### config.mk
export PLATFORM = sky130hd
export DESIGN_NAME = hshp_fifo
export DESIGN_NICKNAME = d
export VERILOG_FILES = /design/src/sv/hshp_pkg.sv /design/src/sv/hshp_fifo.sv
export SDC_FILE = /design/constraint.sdc
export NUM_CORES = 1
export LEC_CHECK = 0
export BUFFER_PORTS_ARGS = -buffer_cell sky130_fd_sc_hd__clkbuf_2
export CAP_MARGIN = 20
export CORE_UTILIZATION = 35
export CTS_CLUSTER_SIZE = 16
export DETAILED_ROUTE_END_ITERATION = 16
export GPL_TIMING_DRIVEN = 0
export PLACE_DENSITY_LB_ADDON = 0.15
export SKIP_CTS_REPAIR_TIMING = 1
export SLEW_MARGIN = 20
export SYNTH_ARGS = -nofsm -noshare
export SYNTH_HDL_FRONTEND = slang
export SYNTH_SLANG_ARGS = --single-unit
export TNS_END_PERCENT = 20
### constraint.sdc
create_clock -name clk -period 1.95 [get_ports clk]
set_clock_uncertainty 0.15 [all_clocks]
set_input_delay 0.195 -clock clk [delete_from_list [all_inputs] [get_ports clk]]
set_output_delay 0.195 -clock clk [all_outputs]
set_load 0.02 [all_outputs]
### src/sv/hshp_pkg.sv
// Shared constants, types and helper functions of the height slice histogram peak unit.
package hshp_pkg;

	localparam int MAX_BINS   = 512;
	localparam int BIN_BITS   = $clog2(MAX_BINS);
	localparam int LIM_BITS   = $clog2(MAX_BINS + 1);
	localparam int COUNT_BITS = 21;
	localparam int TOTAL_BITS = 30;
	localparam int POS_BITS   = 11;
	localparam int CFG_BITS   = 11;
	localparam int HLIM_BITS  = 10;
	localparam int CIDX_BITS  = 2;
	localparam int FIFO_DEPTH = 4;
	localparam int FPTR_BITS  = $clog2(FIFO_DEPTH);

	localparam logic [31:0] EPS_BITS = 32'h3400_0000;
	localparam logic [31:0] INF_BITS = 32'h7F80_0000;
	localparam logic [31:0] MAG_MASK = 32'h7FFF_FFFF;

	localparam logic [COUNT_BITS-1:0] COUNT_MAX = {COUNT_BITS{1'b1}};

	localparam logic [CIDX_BITS-1:0] CFG_CELLS_PER_ROW    = 2'd0;
	localparam logic [CIDX_BITS-1:0] CFG_ROWS_PER_SLICE   = 2'd1;
	localparam logic [CIDX_BITS-1:0] CFG_HEIGHT_LIMIT_BIN = 2'd2;

	localparam logic [CFG_BITS-1:0]  RST_CELLS_PER_ROW    = 11'd800;
	localparam logic [CFG_BITS-1:0]  RST_ROWS_PER_SLICE   = 11'd600;
	localparam logic [HLIM_BITS-1:0] RST_HEIGHT_LIMIT_BIN = 10'd200;

	typedef struct packed {
		logic [CFG_BITS-1:0]  cells_per_row;
		logic [CFG_BITS-1:0]  rows_per_slice;
		logic [HLIM_BITS-1:0] height_limit_bin;
	} cfg_t;

	typedef struct packed {
		logic [BIN_BITS-1:0] bin;
		logic                inc;
		logic                last;
	} entry_t;

	typedef struct packed {
		logic [BIN_BITS-1:0]   max_bin;
		logic [COUNT_BITS-1:0] max_count;
		logic [TOTAL_BITS-1:0] total_count;
		logic [BIN_BITS-1:0]   deck_bin;
		logic [COUNT_BITS-1:0] deck_count;
		logic                  deck_found;
	} result_t;

	typedef enum logic [2:0] {
		ST_INIT,
		ST_RUN,
		ST_PASS1,
		ST_PASS2,
		ST_DONE
	} back_state_t;

	function automatic logic [LIM_BITS-1:0] eff_limit(input cfg_t cfg);
		logic [LIM_BITS-1:0] lim;
		lim = LIM_BITS'(cfg.height_limit_bin);
		if (lim > LIM_BITS'(MAX_BINS)) begin
			lim = LIM_BITS'(MAX_BINS);
		end
		return lim;
	endfunction

endpackage

### src/sv/hshp_fifo.sv
// Short queue of classified cells between the input stage and the histogram stage.
module hshp_fifo (
	input  logic             clk,
	input  logic             arst_n,
	input  logic             push,
	input  hshp_pkg::entry_t push_entry,
	output logic             full,
	input  logic             pop,
	output logic             not_empty,
	output hshp_pkg::entry_t head
);
	import hshp_pkg::*;

	entry_t                slot_q [FIFO_DEPTH];
	logic [FPTR_BITS-1:0]  wr_ptr_q;
	logic [FPTR_BITS-1:0]  rd_ptr_q;
	logic [FPTR_BITS:0]    count_q;

	assign full      = (count_q == (FPTR_BITS+1)'(FIFO_DEPTH));
	assign not_empty = (count_q != '0);
	assign head      = slot_q[rd_ptr_q];

	always_ff @(posedge clk) begin
		if (push) begin
			slot_q[wr_ptr_q] <= push_entry;
		end
	end

	always_ff @(posedge clk or negedge arst_n) begin
		if (!arst_n) begin
			wr_ptr_q <= '0;
			rd_ptr_q <= '0;
			count_q  <= '0;
		end else begin
			if (push) begin
				wr_ptr_q <= wr_ptr_q + FPTR_BITS'(1);
			end
			if (pop) begin
				rd_ptr_q <= rd_ptr_q + FPTR_BITS'(1);
			end
			if (push && !pop) begin
				count_q <= count_q + (FPTR_BITS+1)'(1);
			end else if (pop && !push) begin
				count_q <= count_q - (FPTR_BITS+1)'(1);
			end
		end
	end

endmodule

==> run metrics, run 1 <==
sequential fraction of the synthesis area=~75%; Synth Area in Simple Gates=under 10%; clock latency on the worst-skew pair=~290 ps; DRT iter0 DRCs=26; fmax=between 500 and 600 MHz; peak supply drop=~0.61 mV; Worst Path Arrival=roughly 1500 ps; clk slew on worst S/H paths=around 90 ps; vias in the first global route=~1000; Hold Crit Start=pop; initial antenna violation count=0; compound-cell area share of the yosys netlist=less than 1%; Critical-path top delay cell=mux4_2; post-route worst setup slack=~62 ps; nets=161; mux cell area share after synthesis=a little over an eighth; delay-heaviest family, CP=multiplexers; total core area=between 0.005 and 0.006 mm^2; Synth top area share=between 60% and 70%; first-pass GRT wire length=between 4 and 5 mm; post-synthesis instance area=0.00199 mm^2; PD cells=approximately 1400 mW/mm^2; Post-DP Area=between 0.002 and 0.0025 mm^2; xor and xnor area share after synthesis=under 10%; Post-Place Setup Slack=206 ps; RSZ-0062 raised after global routing=false; fin area=approximately 0.0025 mm^2; fin crit period=~1900 ps; routed wire length=between 3 and 4 mm; area leader, netlist=edfxtp_1; # diodes=0; Inserted Clock Buffers=5; gr usage total=around an eighth; CTS root buf=clkbuf_8; Worst EP required=around 1600 ps; Synth async-reset ratio=between 10 and 15%; Yosys warning count=0; Syn Inst Count=91; Post-synth top cells=44 x edfxtp_1, 8 x mux4_2, 7 x dfrtp_1; DR pass1 iterations=3; Routability Congestion=between 0.6 and 0.7; crit path max fanout=10; largest net degree at the start of global routing=16; H-tree levels=2; crit-path max cell delay=between 500 and 600 ps; post-DP HPWL=2.16 mm; Post-Syn Nets=around 110; share of layout cells above drive strength 1=approximately 34%; average cell area after synthesis=21.8 um^2; final-report setup violation count=0; vias=around 970; Remaining DRCs=0; I/O Pins=28; Reg-to-Reg End=slot_q[1][7]$_DFFE_PP_; setup_tns=0 ps; Std-Cell Rows=27; ratio of final minimum period to clock period=a little over nine tenths; Leakage=~0.91 nW; #FFs+latches synth=51; area grow syn2layout=23.5%; Die Span X=about 77 um; most frequent cell after synthesis=edfxtp_1; clk sinks=51; max cap viols=0; synth unique cells=18; hold worst-path end=rd_ptr_q[1]$_DFFE_PN0P_; Non-Filler Instances=about 210; Cell Chain, Critical Path=buf_12, mux4_2, clkbuf_2; worst hold path cell count=3; TritonCTS clock tree=built; Setup crit end kind=output port; worst slew pin tran=between 500 and 600 ps; final total power=3.34 mW; initial core utilization=36.1%; number of port buffers=27; Slew Limit Fails=0; WL/cell=15.1 um; worst path bufs/invs=2; global route overflow=0; largest family of logic cells by synthesized area=multiplexers; Primary FF master, synth=edfxtp_1; Worst R2R Setup Slack=between 200 and 300 ps; reg-to-reg startpoint=wr_ptr_q[1]$_DFFE_PN0P_; die area=0.00599 mm^2; Final Hold Fails=0; antenna viol nets, final=0; worst reg2reg path depth=3; top cells by area, synth=edfxtp_1 66%, mux4_2 9.1%, dfrtp_1 8.8%, mux4_1 4.0%, ha_1 3.1%; CTS max path bufs=2; kind of critical path=reg2out; crit path launch type=flip-flop; outcome=completed; Slew HR=between 60% and 70%; Post-synth EDFFs=44; Worst Hold Class=in2reg; vias per cell=4.54; placed cell count=190; chip height=a little under 80 um; area share of fa/ha/maj cells after synthesis=slightly above 4%
[power breakdown]
part	switching (mW)	internal [mW]	leakage (nW)
logic	0.638	0.549	0.383
clock network	0.332	0.251	0.0412
registers	0.114	1.46	0.485
[cell type report]
type	count	area, um^2
timing repair buffer	42	280
sequential	51	1500
multi-input combinational	34	460
clock buffer	6	72.6
buffer	2	27.5
tap	72	90.1
fill	486	3050
inverter	4	15.0
clock inverter	2	12.5
[through the flow]
step	utilization, %	hold slack, ps
3_5_place_dp	40.2	-102
2_1_floorplan	-	-251
4_1_cts	41.7	-428
6_report	44.6	16.3
5_1_grt	44.6	30.8
3_3_place_gp	40.2	-111
[logic make-up after synthesis]
logic type               Yosys count
AO/OA/AOI/OAI                      1
XOR/XNOR                           6
adder cells (fa/ha/maj)            6
buffers and inverters              6
flip-flops                        51
multiplexers                      12
AND/OR/NAND/NOR                    9
[worst reg2reg max path, cell delays in order (launching register included)]
cell and delay, ps:
dfrtp_1 410, inv_1 100, ha_1 140, and2_1 500
[cell usage in the layout (no fill, tap or decap)]
master	Yosys	layout
xnor2_1	2	2
nand2_1	2	2
clkbuf_2	0	26
nor3b_1	1	1
clkbuf_1	0	1
ha_1	5	5
o21ai_0	1	1
edfxtp_1	44	44
mux2_2	1	1
nor2_1	1	1
clkbuf_4	0	1
dlygate4sd3_1	0	13
inv_1	4	4
clkinv_2	0	1
fa_1	1	1
buf_2	1	1
clkbuf_8	0	5
mux4_2	8	8
and2_1	4	4
or3_1	1	1
dfrtp_2	0	1
dfrtp_1	7	6
xor2_1	4	4
clkinvlp_4	0	1
buf_4	0	2
buf_12	0	1
mux4_1	3	3
[worst max-delay path by stage]
stage | startpoint | depth (start not counted) | end | slack (ps)
final | rd_ptr_q[0]$_DFFE_PN0P_ | 3 | head[0] | 60
after detailed placement | rd_ptr_q[0]$_DFFE_PN0P_ | 3 | head[1] | 210
after global placement | rd_ptr_q[0]$_DFFE_PN0P_ | 3 | head[1] | 210
after global routing | rd_ptr_q[0]$_DFFE_PN0P_ | 3 | head[5] | 7
after CTS | rd_ptr_q[0]$_DFFE_PN0P_ | 3 | head[1] | -130
after floorplan | rd_ptr_q[0]$_DFFE_PN0P_ | 2 | head[0] | 450
[flip-flops by register name (all words and copies together), names as in the netlist]
signal and flops:
rd_ptr_q 2, slot_q 44, wr_ptr_q 2, count_q 3
[per-layer routing]
metal / vias up / part of all wire, % / GRT usage, %
li1: 453 / - / -
met1: 489 / 42 / 12.9
met2: 19 / 53 / 21.0
met3: 6 / 3.7 / 3.29
met4: 0 / 1.3 / 4.53
met5: - / 0 / 0
(Power assumes the default switching activity.)
==> inputs of run 2 (changes only) <==
--- a/config.mk
+++ b/config.mk
@@ -9,2 +9,4 @@
 export CAP_MARGIN = 20
+export CELL_PAD_IN_SITES_DETAIL_PLACEMENT = 1
+export CELL_PAD_IN_SITES_GLOBAL_PLACEMENT = 2
 export CORE_UTILIZATION = 35
@@ -14,2 +16,3 @@
 export PLACE_DENSITY_LB_ADDON = 0.15
+export REMOVE_ABC_BUFFERS = 1
 export SKIP_CTS_REPAIR_TIMING = 1
==> constraint.sdc (replaced) <==
create_clock -name clk -period 1.95 [get_ports clk]
set_clock_uncertainty 0.15 [all_clocks]
set_input_delay 0.0975 -clock clk [delete_from_list [all_inputs] [get_ports clk]]
set_output_delay 0.0975 -clock clk [all_outputs]
set_load 0.02 [all_outputs]
==> run 2 against run 1 <==
Compared with the run above: utilization decreased by 0.34 points; cell area shrank 0.76%; maximum frequency up 1.1%; cell count fell by 1.4%; power is 1.2% higher; clock power up 21%; routed wire length rose by 1.6%; clock-buffer cell count fell by 1; combinational power fell by 17%; worst hold slack worse by 6.4 ps; non-clock buffer count shrank 3; critical path type unchanged.
==> run metrics, run 2 (synthesis gave the netlist of run 1 again) <==
crit path launch type=flip-flop; first-pass GRT wire length=roughly 5.0 mm; area grow syn2layout=22.6%; total core area=~0.0055 mm^2; H-tree levels=2; largest net degree at the start of global routing=16; DR pass1 iterations=3; final core utilization=44.3%; Die Span X=roughly 77 um; worst reg2reg path depth=3; gr usage total=11.8%; commonest non-fill, non-tap cell in the layout=edfxtp_1; share of layout cells above drive strength 1=between 30% and 40%; antenna viol nets, final=0; reg-to-reg startpoint=wr_ptr_q[0]$_DFFE_PN0P_; M3 GR Usage=under 10%; fin crit period=1870 ps; Critical-path top delay cell=dfrtp_4; global route overflow=0; Most flops, register=slot_q; fmax=approximately 540 MHz; met1 GRT Util=about an eighth; Worst R2R Setup Slack=250 ps; routed wire length=between 3 and 4 mm; peak supply drop=~0.54 mV; Largest register FFs=44; vias in the first global route=979; number of port buffers=27; Inserted Clock Buffers=5; Layout fillers=roughly 540; Worst EP required=1700 ps; worst slew pin tran=622 ps; Std-Cell Rows=27; final-report setup violation count=0; vias per cell=4.57; TritonCTS clock tree=built; DRT iter0 DRCs=38; CTS max path bufs=2; Cell Chain, Critical Path=mux4_2, clkbuf_2; initial core utilization=36.1%; Top Usage Layer GRT=met2; Final Hold Fails=0; Slew Limit Fails=0; initial antenna violation count=0; register area=roughly 0.0015 mm^2; Worst Hold Class=in2async; Remaining DRCs=0; Leakage=roughly 0.89 nW; Setup crit end kind=output port; kind of critical path=reg2out; crit path from=rd_ptr_q[0]$_DFFE_PN0P_; Post-Place Setup Slack=-3.79 ps; crit path max fanout=13; WL/cell=around 16 um; Worst Path Arrival=between 1500 and 2000 ps; outcome=completed; post-DP HPWL=~2.1 mm; # diodes=0; nets=between 150 and 200; PD cells=roughly 1400 mW/mm^2; clk sinks=51; RSZ-0062 raised after global routing=false; I/O Pins=28; post-route worst setup slack=~83 ps; vias=around 960; hold_ws=~10 ps; clk slew on worst S/H paths=roughly 90 ps; placed cell count=about 190; Non-Filler Instances=210; Slew HR=58.5%; fin area=0.00244 mm^2; chip height=~77 um; clock latency on the worst-skew pair=around 300 ps; max cap viols=0; ratio of final minimum period to clock period=95.7%; Largest regs=slot_q (44), count_q (3); die area=0.00599 mm^2; Routability Congestion=between 0.5 and 0.6; routing usage on met2=approximately a fifth; area occupied by multi-input gates=between 400 and 500 um^2; crit-path max cell delay=~600 ps; CTS root buf=clkbuf_8; Post-DP Area=0.00220 mm^2; most frequent cells in the layout=44 x edfxtp_1, 27 x clkbuf_2, 14 x dlygate4sd3_1
==> run 2: worst paths after layout <==
kind                                                end
worst max-delay path                            head[7]
worst min register to register   count_q[2]$_DFFE_PN0P_
worst min-delay path            wr_ptr_q[1]$_DFFE_PN0P_
worst max register to register   slot_q[0][2]$_DFFE_PP_
max in group asynchronous       rd_ptr_q[0]$_DFFE_PN0P_
min in group clk                 count_q[2]$_DFFE_PN0P_
==> run 2: through the flow <==
step / power (mW) / TNS (ps)
floorplan: 2.34 / 0
global placement: 2.66 / -13.7
detailed placement: 2.70 / -3.79
CTS: 3.40 / -3110
global route: 3.58 / 0
finish: 3.38 / 0
==> run 2: layout make-up <==
cell class	count	share of cell area, %
well taps	72	3.70
multi-input cells	34	18.4
flip-flops and latches	51	61.6
inverters	4	0.616
clock buffers	5	2.82
clock inverters	3	1.59
repair buffers	41	11.3
==> run 2: critical path: cells and delay by family, from the launching register on <==
kind	cells	cell delay, ps
flops	1	600
buf+inv	1	170
mux	1	550
==> run 2: per-layer routing <==
| layer | routed length (um) | vias to the layer above |
|---|---|---|
| met1 | 1400 | 491 |
| met4 | 58 | 0 |
| met5 | 0 | - |
| met2 | 1690 | 18 |
| li1 | - | 445 |
| met3 | 118 | 5 |
==> run 2: report_power, final <==
group	leakage (nW)	internal (mW)	switching (mW)
combinational	0.352	0.475	0.517
sequential	0.485	1.46	0.224
clock	0.0556	0.376	0.328
total	0.893	2.31	1.07
