**src/sv/hshp_pkg.sv**
```systemverilog
// Shared constants, types and helper functions of the height slice histogram peak unit.
package hshp_pkg;

	localparam int MAX_BINS   = 512;
	localparam int BIN_BITS   = $clog2(MAX_BINS);
	localparam int LIM_BITS   = $clog2(MAX_BINS + 1);
	localparam int COUNT_BITS = 21;
	localparam int TOTAL_BITS = 30;
	localparam int POS_BITS   = 11;
	localparam int CFG_BITS   = 11;
	localparam int HLIM_BITS  = 10;
	localparam int CIDX_BITS  = 2;
	localparam int FIFO_DEPTH = 4;
	localparam int FPTR_BITS  = $clog2(FIFO_DEPTH);

	localparam logic [31:0] EPS_BITS = 32'h3400_0000;
	localparam logic [31:0] INF_BITS = 32'h7F80_0000;
	localparam logic [31:0] MAG_MASK = 32'h7FFF_FFFF;

	localparam logic [COUNT_BITS-1:0] COUNT_MAX = {COUNT_BITS{1'b1}};

	localparam logic [CIDX_BITS-1:0] CFG_CELLS_PER_ROW    = 2'd0;
	localparam logic [CIDX_BITS-1:0] CFG_ROWS_PER_SLICE   = 2'd1;
	localparam logic [CIDX_BITS-1:0] CFG_HEIGHT_LIMIT_BIN = 2'd2;

	localparam logic [CFG_BITS-1:0]  RST_CELLS_PER_ROW    = 11'd800;
	localparam logic [CFG_BITS-1:0]  RST_ROWS_PER_SLICE   = 11'd600;
	localparam logic [HLIM_BITS-1:0] RST_HEIGHT_LIMIT_BIN = 10'd200;

	typedef struct packed {
		logic [CFG_BITS-1:0]  cells_per_row;
		logic [CFG_BITS-1:0]  rows_per_slice;
		logic [HLIM_BITS-1:0] height_limit_bin;
	} cfg_t;

	typedef struct packed {
		logic [BIN_BITS-1:0] bin;
		logic                inc;
		logic                last;
	} entry_t;

	typedef struct packed {
		logic [BIN_BITS-1:0]   max_bin;
		logic [COUNT_BITS-1:0] max_count;
		logic [TOTAL_BITS-1:0] total_count;
		logic [BIN_BITS-1:0]   deck_bin;
		logic [COUNT_BITS-1:0] deck_count;
		logic                  deck_found;
	} result_t;

	typedef enum logic [2:0] {
		ST_INIT,
		ST_RUN,
		ST_PASS1,
		ST_PASS2,
		ST_DONE
	} back_state_t;

	function automatic logic [LIM_BITS-1:0] eff_limit(input cfg_t cfg);
		logic [LIM_BITS-1:0] lim;
		lim = LIM_BITS'(cfg.height_limit_bin);
		if (lim > LIM_BITS'(MAX_BINS)) begin
			lim = LIM_BITS'(MAX_BINS);
		end
		return lim;
	endfunction

endpackage

```
**src/sv/hshp_front.sv**
```systemverilog
// Input stage: classifies each cell and tracks its grid position to find its slice.
module hshp_front (
	input  logic                 clk,
	input  logic                 arst_n,
	input  hshp_pkg::cfg_t       cfg,
	input  logic                 in_valid,
	output logic                 in_ready,
	input  logic [31:0]          cell_value,
	input  logic                 last_cell,
	input  logic                 queue_full,
	input  logic                 init_busy,
	output logic                 push,
	output hshp_pkg::entry_t     push_entry
);
	import hshp_pkg::*;

	logic [POS_BITS-1:0] col_q;
	logic [POS_BITS-1:0] row_q;
	logic [LIM_BITS-1:0] slice_q;
	logic [POS_BITS-1:0] cpr;
	logic [POS_BITS-1:0] rps;
	logic [31:0]         mag;
	logic                occupied;
	logic                col_wrap;
	logic                row_wrap;

	assign in_ready = !queue_full && !init_busy;
	assign push     = in_valid && in_ready;

	assign cpr      = (cfg.cells_per_row == '0) ? POS_BITS'(1) : cfg.cells_per_row;
	assign rps      = (cfg.rows_per_slice == '0) ? POS_BITS'(1) : cfg.rows_per_slice;
	assign mag      = cell_value & MAG_MASK;
	assign occupied = (mag > EPS_BITS) && (mag <= INF_BITS);
	assign col_wrap = ({1'b0, col_q} + (POS_BITS+1)'(1)) >= {1'b0, cpr};
	assign row_wrap = ({1'b0, row_q} + (POS_BITS+1)'(1)) >= {1'b0, rps};

	assign push_entry.bin  = slice_q[BIN_BITS-1:0];
	assign push_entry.inc  = occupied && (slice_q < eff_limit(cfg));
	assign push_entry.last = last_cell;

	always_ff @(posedge clk or negedge arst_n) begin
		if (!arst_n) begin
			col_q   <= '0;
			row_q   <= '0;
			slice_q <= '0;
		end else if (push) begin
			if (last_cell) begin
				col_q   <= '0;
				row_q   <= '0;
				slice_q <= '0;
			end else if (col_wrap) begin
				col_q <= '0;
				if (row_wrap) begin
					row_q <= '0;
					if (slice_q < LIM_BITS'(MAX_BINS)) begin
						slice_q <= slice_q + LIM_BITS'(1);
					end
				end else begin
					row_q <= row_q + POS_BITS'(1);
				end
			end else begin
				col_q <= col_q + POS_BITS'(1);
			end
		end
	end

endmodule

```
**config.mk**
```make
export PLATFORM = sky130hd
export DESIGN_NAME = hshp_front
export DESIGN_NICKNAME = d
export VERILOG_FILES = /design/src/sv/hshp_pkg.sv /design/src/sv/hshp_front.sv
export SDC_FILE = /design/constraint.sdc
export NUM_CORES = 1
export LEC_CHECK = 0
export BUFFER_PORTS_ARGS = -buffer_cell sky130_fd_sc_hd__buf_2
export CAP_MARGIN = 20
export CORE_MARGIN = 4
export CORE_UTILIZATION = 54
export DETAILED_ROUTE_END_ITERATION = 16
export GPL_TIMING_DRIVEN = 1
export PLACE_DENSITY = 0.83
export SLEW_MARGIN = 5
export SYNTH_ARGS = -nofsm -noshare
export SYNTH_HDL_FRONTEND = slang
export SYNTH_SLANG_ARGS = --single-unit
```
**constraint.sdc**
```tcl
create_clock -name clk -period 3.4 [get_ports clk]
set_input_delay 0 -clock clk [delete_from_list [all_inputs] [get_ports clk]]
set_output_delay 0 -clock clk [all_outputs]
set_load 0.1 [all_outputs]
```
==> flow_summary.toml, run 1 <==
[run_status]
outcome = "completed"

[synth]
synthAdderAreaFrac = 0.142
yosys.cell_types.count = 58
syn_avg_cell_area_sq_um = 8.48
ys_async_sr_fraction = 1.00
synthMuxAreaShare = 0.00750
synth_compound_area_frac = 0.212
synth.area.top_cells = "dfrtp_1 (27%), ha_1 (14%), nand2_1 (4.5%)"
ys_top_cells_by_count = "nand2_1 (36), ha_1 (34), dfrtp_1 (32)"
synth_area_sq_um = 3000
synth-simple-area-share = 0.244
ys.warnings.count = 0
synth_top_family_by_area = "simple AND/OR/NAND/NOR gates"
synth_fp_nets = 458
synthCells = 354
synth_area_leader_cell = "dfrtp_1"
synth-edff-count = 0
yosysSeqAreaShare = 0.267
synth_top_area_frac = 0.267
ys_seq_elements = 32
synth_most_common_cell = "nand2_1"
synth_ff_type = "dfrtp_1"
synth-xor-area-share = 0.0525

[drt]
drtAntennaViolNets = 0
drt_iter0_markers = 132
dr_total_vias = 2923
route.detailed.drc = 0
wl_per_cell_um = 14.9
first_pass_iters = 4
routed_via_density = 5.87
finalWirelength_mm = 7.44

[timing]
skew_ns = 0.00666
post-route-period-util = 0.924
fmax_ghz = 0.318
rsz0062_at_grt = "false"
tightest_slew_ns = 0.717
finalHoldViolations = 0
relSlewSlack = 0.522
min_period_ns = 3.14
tns_ns = 0
setup_violations = 0
report.final.slew_viol_count = 0
fin_hold_ws_ns = 0.143

[final_layout]
synthToLayoutAreaGrowth_pct = 17.9
multi_input_area_sq_um = 1980
drive_gt1_frac = 0.255
final_area_sq_um = 3540
fillers = 444
nNetsFinal = 531
seqCellArea_sq_um = 801
n_antenna_cell = 0

[cts]
clk_latency_ns = 0.29
cts_made_buffers = 5
cts.htree.levels = 2
root_buffer = "clkbuf_8"
clkSinkCount = 32
cts_tree = "built"
cts-resized-gates = 0
clock_path_buffers = 2
path_clk_slew_ns = 0.06

[setup_path]
cpMaxStageDelayCell = "dfrtp_1"
critical_path.max_stage_delay_ns = 0.48
timing.critical_path.buf_inv = 0
crit_family = "simple AND/OR/NAND/NOR gates"
crit_path_max_fanout = 16
crit_path_end_kind = "flop"
cp-start-kind = "flop"
required_ns = 3.62
critPathArrivalTime_ns = 3.36
r2r_slack_ns = 0.26
crit_start = "col_q[2]"
crit_chain = "and3_1, nand4_1, xnor2_1, ha_1, a21o_1, a211oi_2, o221ai_2, a21o_2, nor2_1, mux2_2"
worst-path-stages = 10
reg2reg_from = "col_q[2]"
reg2reg_depth = 10
worst-setup-path-type = "reg -> reg"

[global_routing]
grt_max_degree = 33
antenna_found_initial = 0
grt_util_all_layers = 0.222
grt_pass1_wl_mm = 11.9
grt_pass1_vias = 2741
grt_overflow = 0

[placed_design]
placed_area_sq_um = 3400
numPortBuffers = 81
dp_hpwl_mm = 5.83
routabilityCongestion = 0.792

[power]
combPwrFrac = 0.318
p_int_mw = 0.807
leakage_nw = 1.71
peakVddDrop_mv = 0.288
netSwitchingFraction = 0.354
power_density_nw_per_um2 = 353
p_seq_frac = 0.360
p_sw_mw = 0.443
clkPwrFrac = 0.322

[floorplanning]
rows = 26
initial_utilization = 0.573
die_h_um = 82.6
core-area_sq_um = 5240
die_area_sq_um = 6820
die_x_um = 82.6
pin_count = 83

[flow_run]
cap_violations = 0

[hold_path]
holdCritPathClass = "in -> reg"
min_path_cells = 2
min-delay-start = "last_cell"
-- stage by stage --
stage	power [mW]	utilization	std cells	setup slack, ns
floorplan	0.748	-	354	0.406
global placement	0.837	0.650	489	0.378
detailed placement	0.854	0.650	489	0.299
CTS	1.26	0.676	498	0.281
global route	1.32	0.676	498	0.0442
finish	1.25	0.676	498	0.258
-- logic make-up (layout without fill, tap and decap cells) --
kind of cell    Yosys count  in the layout
simple gates            134            134
buf+inv                  47            121
xor+xnor                 18             18
flops                    32             32
fa+ha+maj                34             34
compound gates           87             87
mux                       2              2
-- metal layers --
metal	part of all wire	GRT usage	vias up	routed length, um
met5	0	0	-	0
met1	0.41	0.267	1372	3050
met4	0.012	0.0523	0	91
met2	0.50	0.415	99	3750
met3	0.074	0.0315	9	549
li1	-	-	1443	-
-- final timing paths --
| path | end |
|---|---|
| min in group asynchronous | col_q[0] |
| min | slice_q[9] |
| max reg2reg | col_q[0] |
| max | col_q[0] |
| max in group asynchronous | col_q[8] |
| min reg2reg | row_q[1] |
-- state kept, by name, indices dropped and copies added (netlist names) --
register / cells
col_q: 11
slice_q: 10
row_q: 11
-- cell usage in the layout, fill, tap and decap left out, types with 4 or more instances in the layout --
cell / netlist / final
o21ai_1: 6 / 6
xnor2_1: 12 / 12
o211ai_1: 7 / 7
a22o_1: 8 / 8
nor3_1: 6 / 6
ha_1: 34 / 34
dfrtp_1: 32 / 32
nand2_1: 36 / 36
nor4_1: 13 / 13
nor2b_1: 5 / 5
a21oi_1: 10 / 10
xor2_1: 6 / 6
o31ai_1: 5 / 5
buf_2: 3 / 81
inv_1: 26 / 26
buf_4: 11 / 5
nand4_1: 5 / 5
nor2_1: 19 / 18
a211oi_1: 4 / 4
o21ai_0: 17 / 17
nand3b_1: 5 / 5
clkbuf_8: 0 / 7
nand3_1: 17 / 17
and3_1: 6 / 6
-- worst reg2reg max path, stage by stage (launching register included) --
cell and delay [ns]:
dfrtp_1 0.48, and3_1 0.31, nand4_1 0.19, xnor2_1 0.19, ha_1 0.33, a21o_1 0.20, a211oi_2 0.25, o221ai_2 0.14
a21o_2 0.33, nor2_1 0.43, mux2_2 0.24
-- power by group through the flow --
stage / combinational, mW / clock (mW) / sequential, mW
2_1_floorplan: 0.306 / 0 / 0.442
3_3_place_gp: 0.384 / 0 / 0.453
3_5_place_dp: 0.398 / 0 / 0.456
4_1_cts: 0.401 / 0.408 / 0.448
5_1_grt: 0.443 / 0.425 / 0.455
6_report: 0.398 / 0.402 / 0.450
-- area by class of cell --
cell class | instances | area share
clock buffer | 7 | 0.0272
multi-input combinational | 275 | 0.558
tap | 70 | 0.0247
clock inverter | 1 | 0.00848
sequential | 32 | 0.226
timing repair buffer | 87 | 0.128
inverter | 26 | 0.0276
-- what timing repair did --
item | CTS | global route
setup buffers | 0 | 0
hold buffers | 1 | 0
endpoints found under the hold margin | 32 | 0
Power figures use the tool's default switching activity.
==> run 2: changes to the inputs <==
- CELL_PAD_IN_SITES_DETAIL_PLACEMENT: unset -> 0
- CELL_PAD_IN_SITES_GLOBAL_PLACEMENT: unset -> 1
- CORE_UTILIZATION: 54 -> 39
- PLACE_DENSITY: 0.83 -> 0.82
==> run 2 against run 1 <==
Maximum frequency is 1.4% higher. Flip-flop and latch count stayed put. Clock skew fell by 0.00051 ns. First-iteration DRC count decreased by 36%. Global-route usage fell by 5.4 points. Worst setup slack better by 0.044 ns. Sequential power barely moved. Via count shrank 2.8%. Power decreased by 8.0%. Core utilization fell by 20 points.
==> flow_summary.toml, run 2 (synthesis results as in run 1) <==
[final_layout]
final_cell_count_no_fill = 527
synthToLayoutAreaGrowth_pct = 17.9
nNetsFinal = 531
drive_gt1_frac = 0.250
final_cell_mix = "buf_2 (81), nand2_1 (36), ha_1 (34)"
final_common_cell = "buf_2"
top_regs = "col_q: 11 flops, row_q: 11 flops, slice_q: 10 flops"
n_antenna_cell = 0
fillers = 751

[timing]
rsz0062_at_grt = "false"
fmax_ghz = 0.323
post-route-period-util = 0.911
finalHoldViolations = 0
setup_slack_ns = 0.303
report.final.slew_viol_count = 0
relSlewSlack = 0.501
skew_ns = 0.00615
tns_ns = 0
setup_violations = 0
min_period_ns = 3.10
tightest_slew_ns = 0.748

[cts]
cts-resized-gates = 0
cts_made_buffers = 5
clkSinkCount = 32
root_buffer = "clkbuf_8"
cts_tree = "built"
clock_path_buffers = 2
cts.htree.levels = 2
path_clk_slew_ns = 0.07
clk_latency_ns = 0.28

[floorplanning]
core-area_sq_um = 7370
die_h_um = 95.7
pin_count = 83
rows = 31
die_area_sq_um = 9170
die_x_um = 95.7
initial_utilization = 0.407

[setup_path]
reg2reg_to = "slice_q[2]"
crit_path_end_kind = "flop"
reg2reg_from = "col_q[3]"
reg2reg_depth = 10
cp-start-kind = "flop"
crit_family = "simple AND/OR/NAND/NOR gates"
worst-path-stages = 10
critPathArrivalTime_ns = 3.26
crit_start = "col_q[3]"
critical_path.max_stage_delay_ns = 0.43
crit_path_max_fanout = 16
cpMaxStageDelayCell = "dfrtp_1"
timing.critical_path.buf_inv = 0
required_ns = 3.57
worst-setup-path-type = "reg -> reg"
crit_chain = "and4_1, and4_1, nand3_1, xnor2_1, ha_1, nand3_1, nor3_1, a21o_2, nand3_4, a221o_1"
critPathCapture = "slice_q[2]"
r2r_slack_ns = 0.30

[drt]
wl_per_cell_um = 14.0
drt_iter0_markers = 85
drtAntennaViolNets = 0
route.met2.wl_mm = 3.51
wl_met3_um = 471
route.detailed.drc = 0
finalWirelength_mm = 7.38
dr_total_vias = 2841
first_pass_iters = 4
wl_met1_mm = 3.35
routed_via_density = 5.39
highest-signal-layer = "met4"

[global_routing]
grt_util_all_layers = 0.168
grt_overflow = 0
grt_max_degree = 33
grt_pass1_vias = 2802
grt_pass1_wl_mm = 12.4
antenna_found_initial = 0

[power]
leakage_nw = 1.69
power_density_nw_per_um2 = 325
peakVddDrop_mv = 0.164

[flow_run]
cap_violations = 0

[placed_design]
routabilityCongestion = 0.795
numPortBuffers = 81
dp_hpwl_mm = 5.75
dpl_worst_slack_ns = 0.313
dp_cells = 518

[hold_path]
holdCritPathClass = "in -> reg"

[run_status]
outcome = "completed"
## run 2: cell types whose count changed in the layout (fill, tap and decap cells not counted), sizes merged
cell,delta
clkbuf,+1
bufinv,-1
## run 2: how the worst min path moves through the flow
| stage | start | to | cells after the start |
|---|---|---|---|
| after floorplan | arst_n | col_q[0] | 0 |
| after global placement | arst_n | col_q[1] | 1 |
| after detailed placement | arst_n | col_q[1] | 1 |
| after CTS | last_cell | slice_q[9] | 2 |
| after global routing | last_cell | slice_q[9] | 2 |
| final | last_cell | slice_q[9] | 2 |
## run 2: cell type report
type	instances	area, sq um	share of cell area
multi-input cells	275	1980	0.558
flip-flops and latches	32	801	0.226
repair buffers	87	453	0.128
well taps	99	124	0.0350
inverters	26	97.6	0.0276
clock buffers	8	90.1	0.0254
## run 2: layer usage
metal	vias up	track usage
met5	-	0
met4	0	0.0391
met2	67	0.301
met1	1321	0.208
met3	7	0.0336
li1	1446	-
## run 2: timing repair
action                    4_1_cts  5_1_grt
hold endpoints to repair       32        0
hold buffers                    1        0
setup buffers                   0        0
## run 2: through the flow
| step | hold WS (ns) | utilization | total power, mW | instance area (sq um) |
|---|---|---|---|---|
| detailed placement | 0.122 | 0.467 | 0.853 | 3440 |
| floorplan | -0.296 | - | 0.748 | 3010 |
| global placement | 0.114 | 0.467 | 0.841 | 3440 |
| global route | 0.158 | 0.480 | 1.23 | 3540 |
| CTS | 0.132 | 0.480 | 1.16 | 3540 |
| finish | 0.146 | 0.480 | 1.15 | 3540 |
## run 2: power by group
part / leakage, nW / internal [mW] / switching (mW)
registers: 0.406 / 0.407 / 0.0416
clock network: 0.0455 / 0.165 / 0.140
logic: 1.24 / 0.141 / 0.255
total: 1.69 / 0.713 / 0.437
==> run 3: changes to the inputs <==
- CORE_UTILIZATION: 39 -> 40
- CTS_BUF_LIST: unset -> sky130_fd_sc_hd__clkbuf_4
- HOLD_SLACK_MARGIN: unset -> 0.15
- PLACE_DENSITY: 0.82 -> 0.84
==> run 3 against run 2 <==
Clock power is 29% lower. Count of clock-buffer cells in the layout is 3 lower. Final cell count is 0.57% higher. Largest power group unchanged. Flip-flop and latch count stayed put. Via count is 2.5% higher. Combinational power hardly changed. Clock skew is 0.0072 ns higher. Routed wire length is 0.26% higher. Critical endpoint is now slice_q[6]. Global-route usage is 0.32 points lower. Highest routed layer unchanged. Maximum frequency is 0.13% higher. Core utilization is 0.43 points higher.
==> flow_summary.toml, run 3 (synthesis results as in run 1) <==
[drt]
first_pass_iters = 4
finalWirelength_mm = 7.40
wl_per_cell_um = 14.0
routed_via_density = 5.49
dr_total_vias = 2912
route.detailed.drc = 0
drt_iter0_markers = 113
drtAntennaViolNets = 0

[power]
combPwrFrac = 0.375
power_density_nw_per_um2 = 301
leakage_nw = 1.70
p_int_mw = 0.626
p_seq_frac = 0.420
peakVddDrop_mv = 0.190
netSwitchingFraction = 0.411
p_sw_mw = 0.437
clkPwrFrac = 0.204

[timing]
fmax_ghz = 0.323
relSlewSlack = 0.488
setup_violations = 0
report.final.slew_viol_count = 0
min_period_ns = 3.09
finalHoldViolations = 0
rsz0062_at_grt = "false"
setup_slack_ns = 0.306
skew_ns = 0.0133
tightest_slew_ns = 0.768
post-route-period-util = 0.910
tns_ns = 0

[placed_design]
routabilityCongestion = 0.803
dpl_worst_slack_ns = 0.287
numPortBuffers = 81
dp_hpwl_mm = 5.69

[cts]
root_buffer = "clkbuf_4"
path_clk_slew_ns = 0.10
cts_made_buffers = 5
clk_latency_ns = 0.34
clock_path_buffers = 2
postCtsSetupBuffers = 0
clkSinkCount = 32
cts.htree.levels = 2
cts_tree = "built"

[setup_path]
crit_path_max_fanout = 9
required_ns = 3.63
critPathArrivalTime_ns = 3.32
cp-start-kind = "flop"
worst-setup-path-type = "reg -> reg"
crit_path_end_kind = "flop"

[final_layout]
synthToLayoutAreaGrowth_pct = 17.7
final_cell_mix = "buf_2 (81), nand2_1 (36), ha_1 (34)"
n_antenna_cell = 0
multi_input_area_sq_um = 1980
seqCellArea_sq_um = 801
top_regs = "col_q: 11 flops, row_q: 11 flops, slice_q: 10 flops"
fillers = 757
nNetsFinal = 534
final_common_cell = "buf_2"
drive_gt1_frac = 0.255

[run_status]
outcome = "completed"

[flow_run]
cap_violations = 0

[global_routing]
grt_pass1_wl_mm = 12.1
grt_overflow = 0
antenna_found_initial = 0
grt_pass1_vias = 2751
grt_max_degree = 33
grt_util_all_layers = 0.165

[floorplanning]
die_area_sq_um = 8960
pin_count = 83
die_h_um = 94.6
die_x_um = 94.6
core-area_sq_um = 7290
initial_utilization = 0.412
rows = 31

[hold_path]
holdCritPathClass = "in -> reg"
[run 3: cell type report]
cell class	count	area share
tap	99	0.0350
inverter	26	0.0276
clock buffer	5	0.0106
sequential	32	0.227
multi-input combinational	275	0.561
clock inverter	3	0.00389
timing repair buffer	90	0.135
[run 3: what timing repair did]
action	CTS	global route
hold buffers	2	0
endpoints found under the hold margin	33	0
setup endpoints to repair	0	12
resized for setup	0	1
[run 3: critical path: stages (launching register included)]
cell	delay, ns
dfrtp_1	0.42
ha_1	0.28
and3_1	0.29
nand3_1	0.12
xnor2_1	0.17
ha_1	0.31
nand3_1	0.11
nor3_1	0.47
a21o_4	0.27
nand3_4	0.15
a221o_1	0.39
[run 3: path summary, 6_finish.rpt]
| check | from | end | cells after the start | slack (ns) |
|---|---|---|---|---|
| min in group asynchronous | arst_n | row_q[6] | 2 | 0.26 |
| setup / recovery | row_q[0] | slice_q[6] | 10 | 0.31 |
| setup reg to reg | row_q[0] | slice_q[6] | 10 | 0.31 |
| hold reg to reg | col_q[1] | col_q[1] | 2 | 0.55 |
| max in group asynchronous | arst_n | slice_q[3] | 2 | 2.65 |
| hold / removal | in_valid | col_q[5] | 4 | 0.19 |
[run 3: through the flow]
stage | utilization | instance area, sq um | hold WS [ns] | instances | total power [mW]
6_report | 0.485 | 3530 | 0.185 | 530 | 1.06
5_1_grt | 0.485 | 3530 | 0.207 | 530 | 1.14
4_1_cts | 0.484 | 3530 | 0.178 | 530 | 1.07
3_5_place_dp | 0.474 | 3460 | 0.119 | 520 | 0.853
3_3_place_gp | 0.474 | 3460 | 0.113 | 520 | 0.842
2_1_floorplan | - | 3010 | -0.296 | 354 | 0.748
[run 3: metal layers]
layer	global-route usage	part of all wire
met5	0	0
met2	0.305	0.49
met3	0.0287	0.069
met4	0.0300	0.0026
met1	0.201	0.44
[run 3: power groups by stage]
stage / sequential [mW] / clock, mW / combinational (mW)
after floorplan: 0.442 / 0 / 0.306
after global placement: 0.452 / 0 / 0.390
after detailed placement: 0.455 / 0 / 0.398
after CTS: 0.447 / 0.224 / 0.402
after global routing: 0.453 / 0.239 / 0.444
final: 0.447 / 0.217 / 0.399
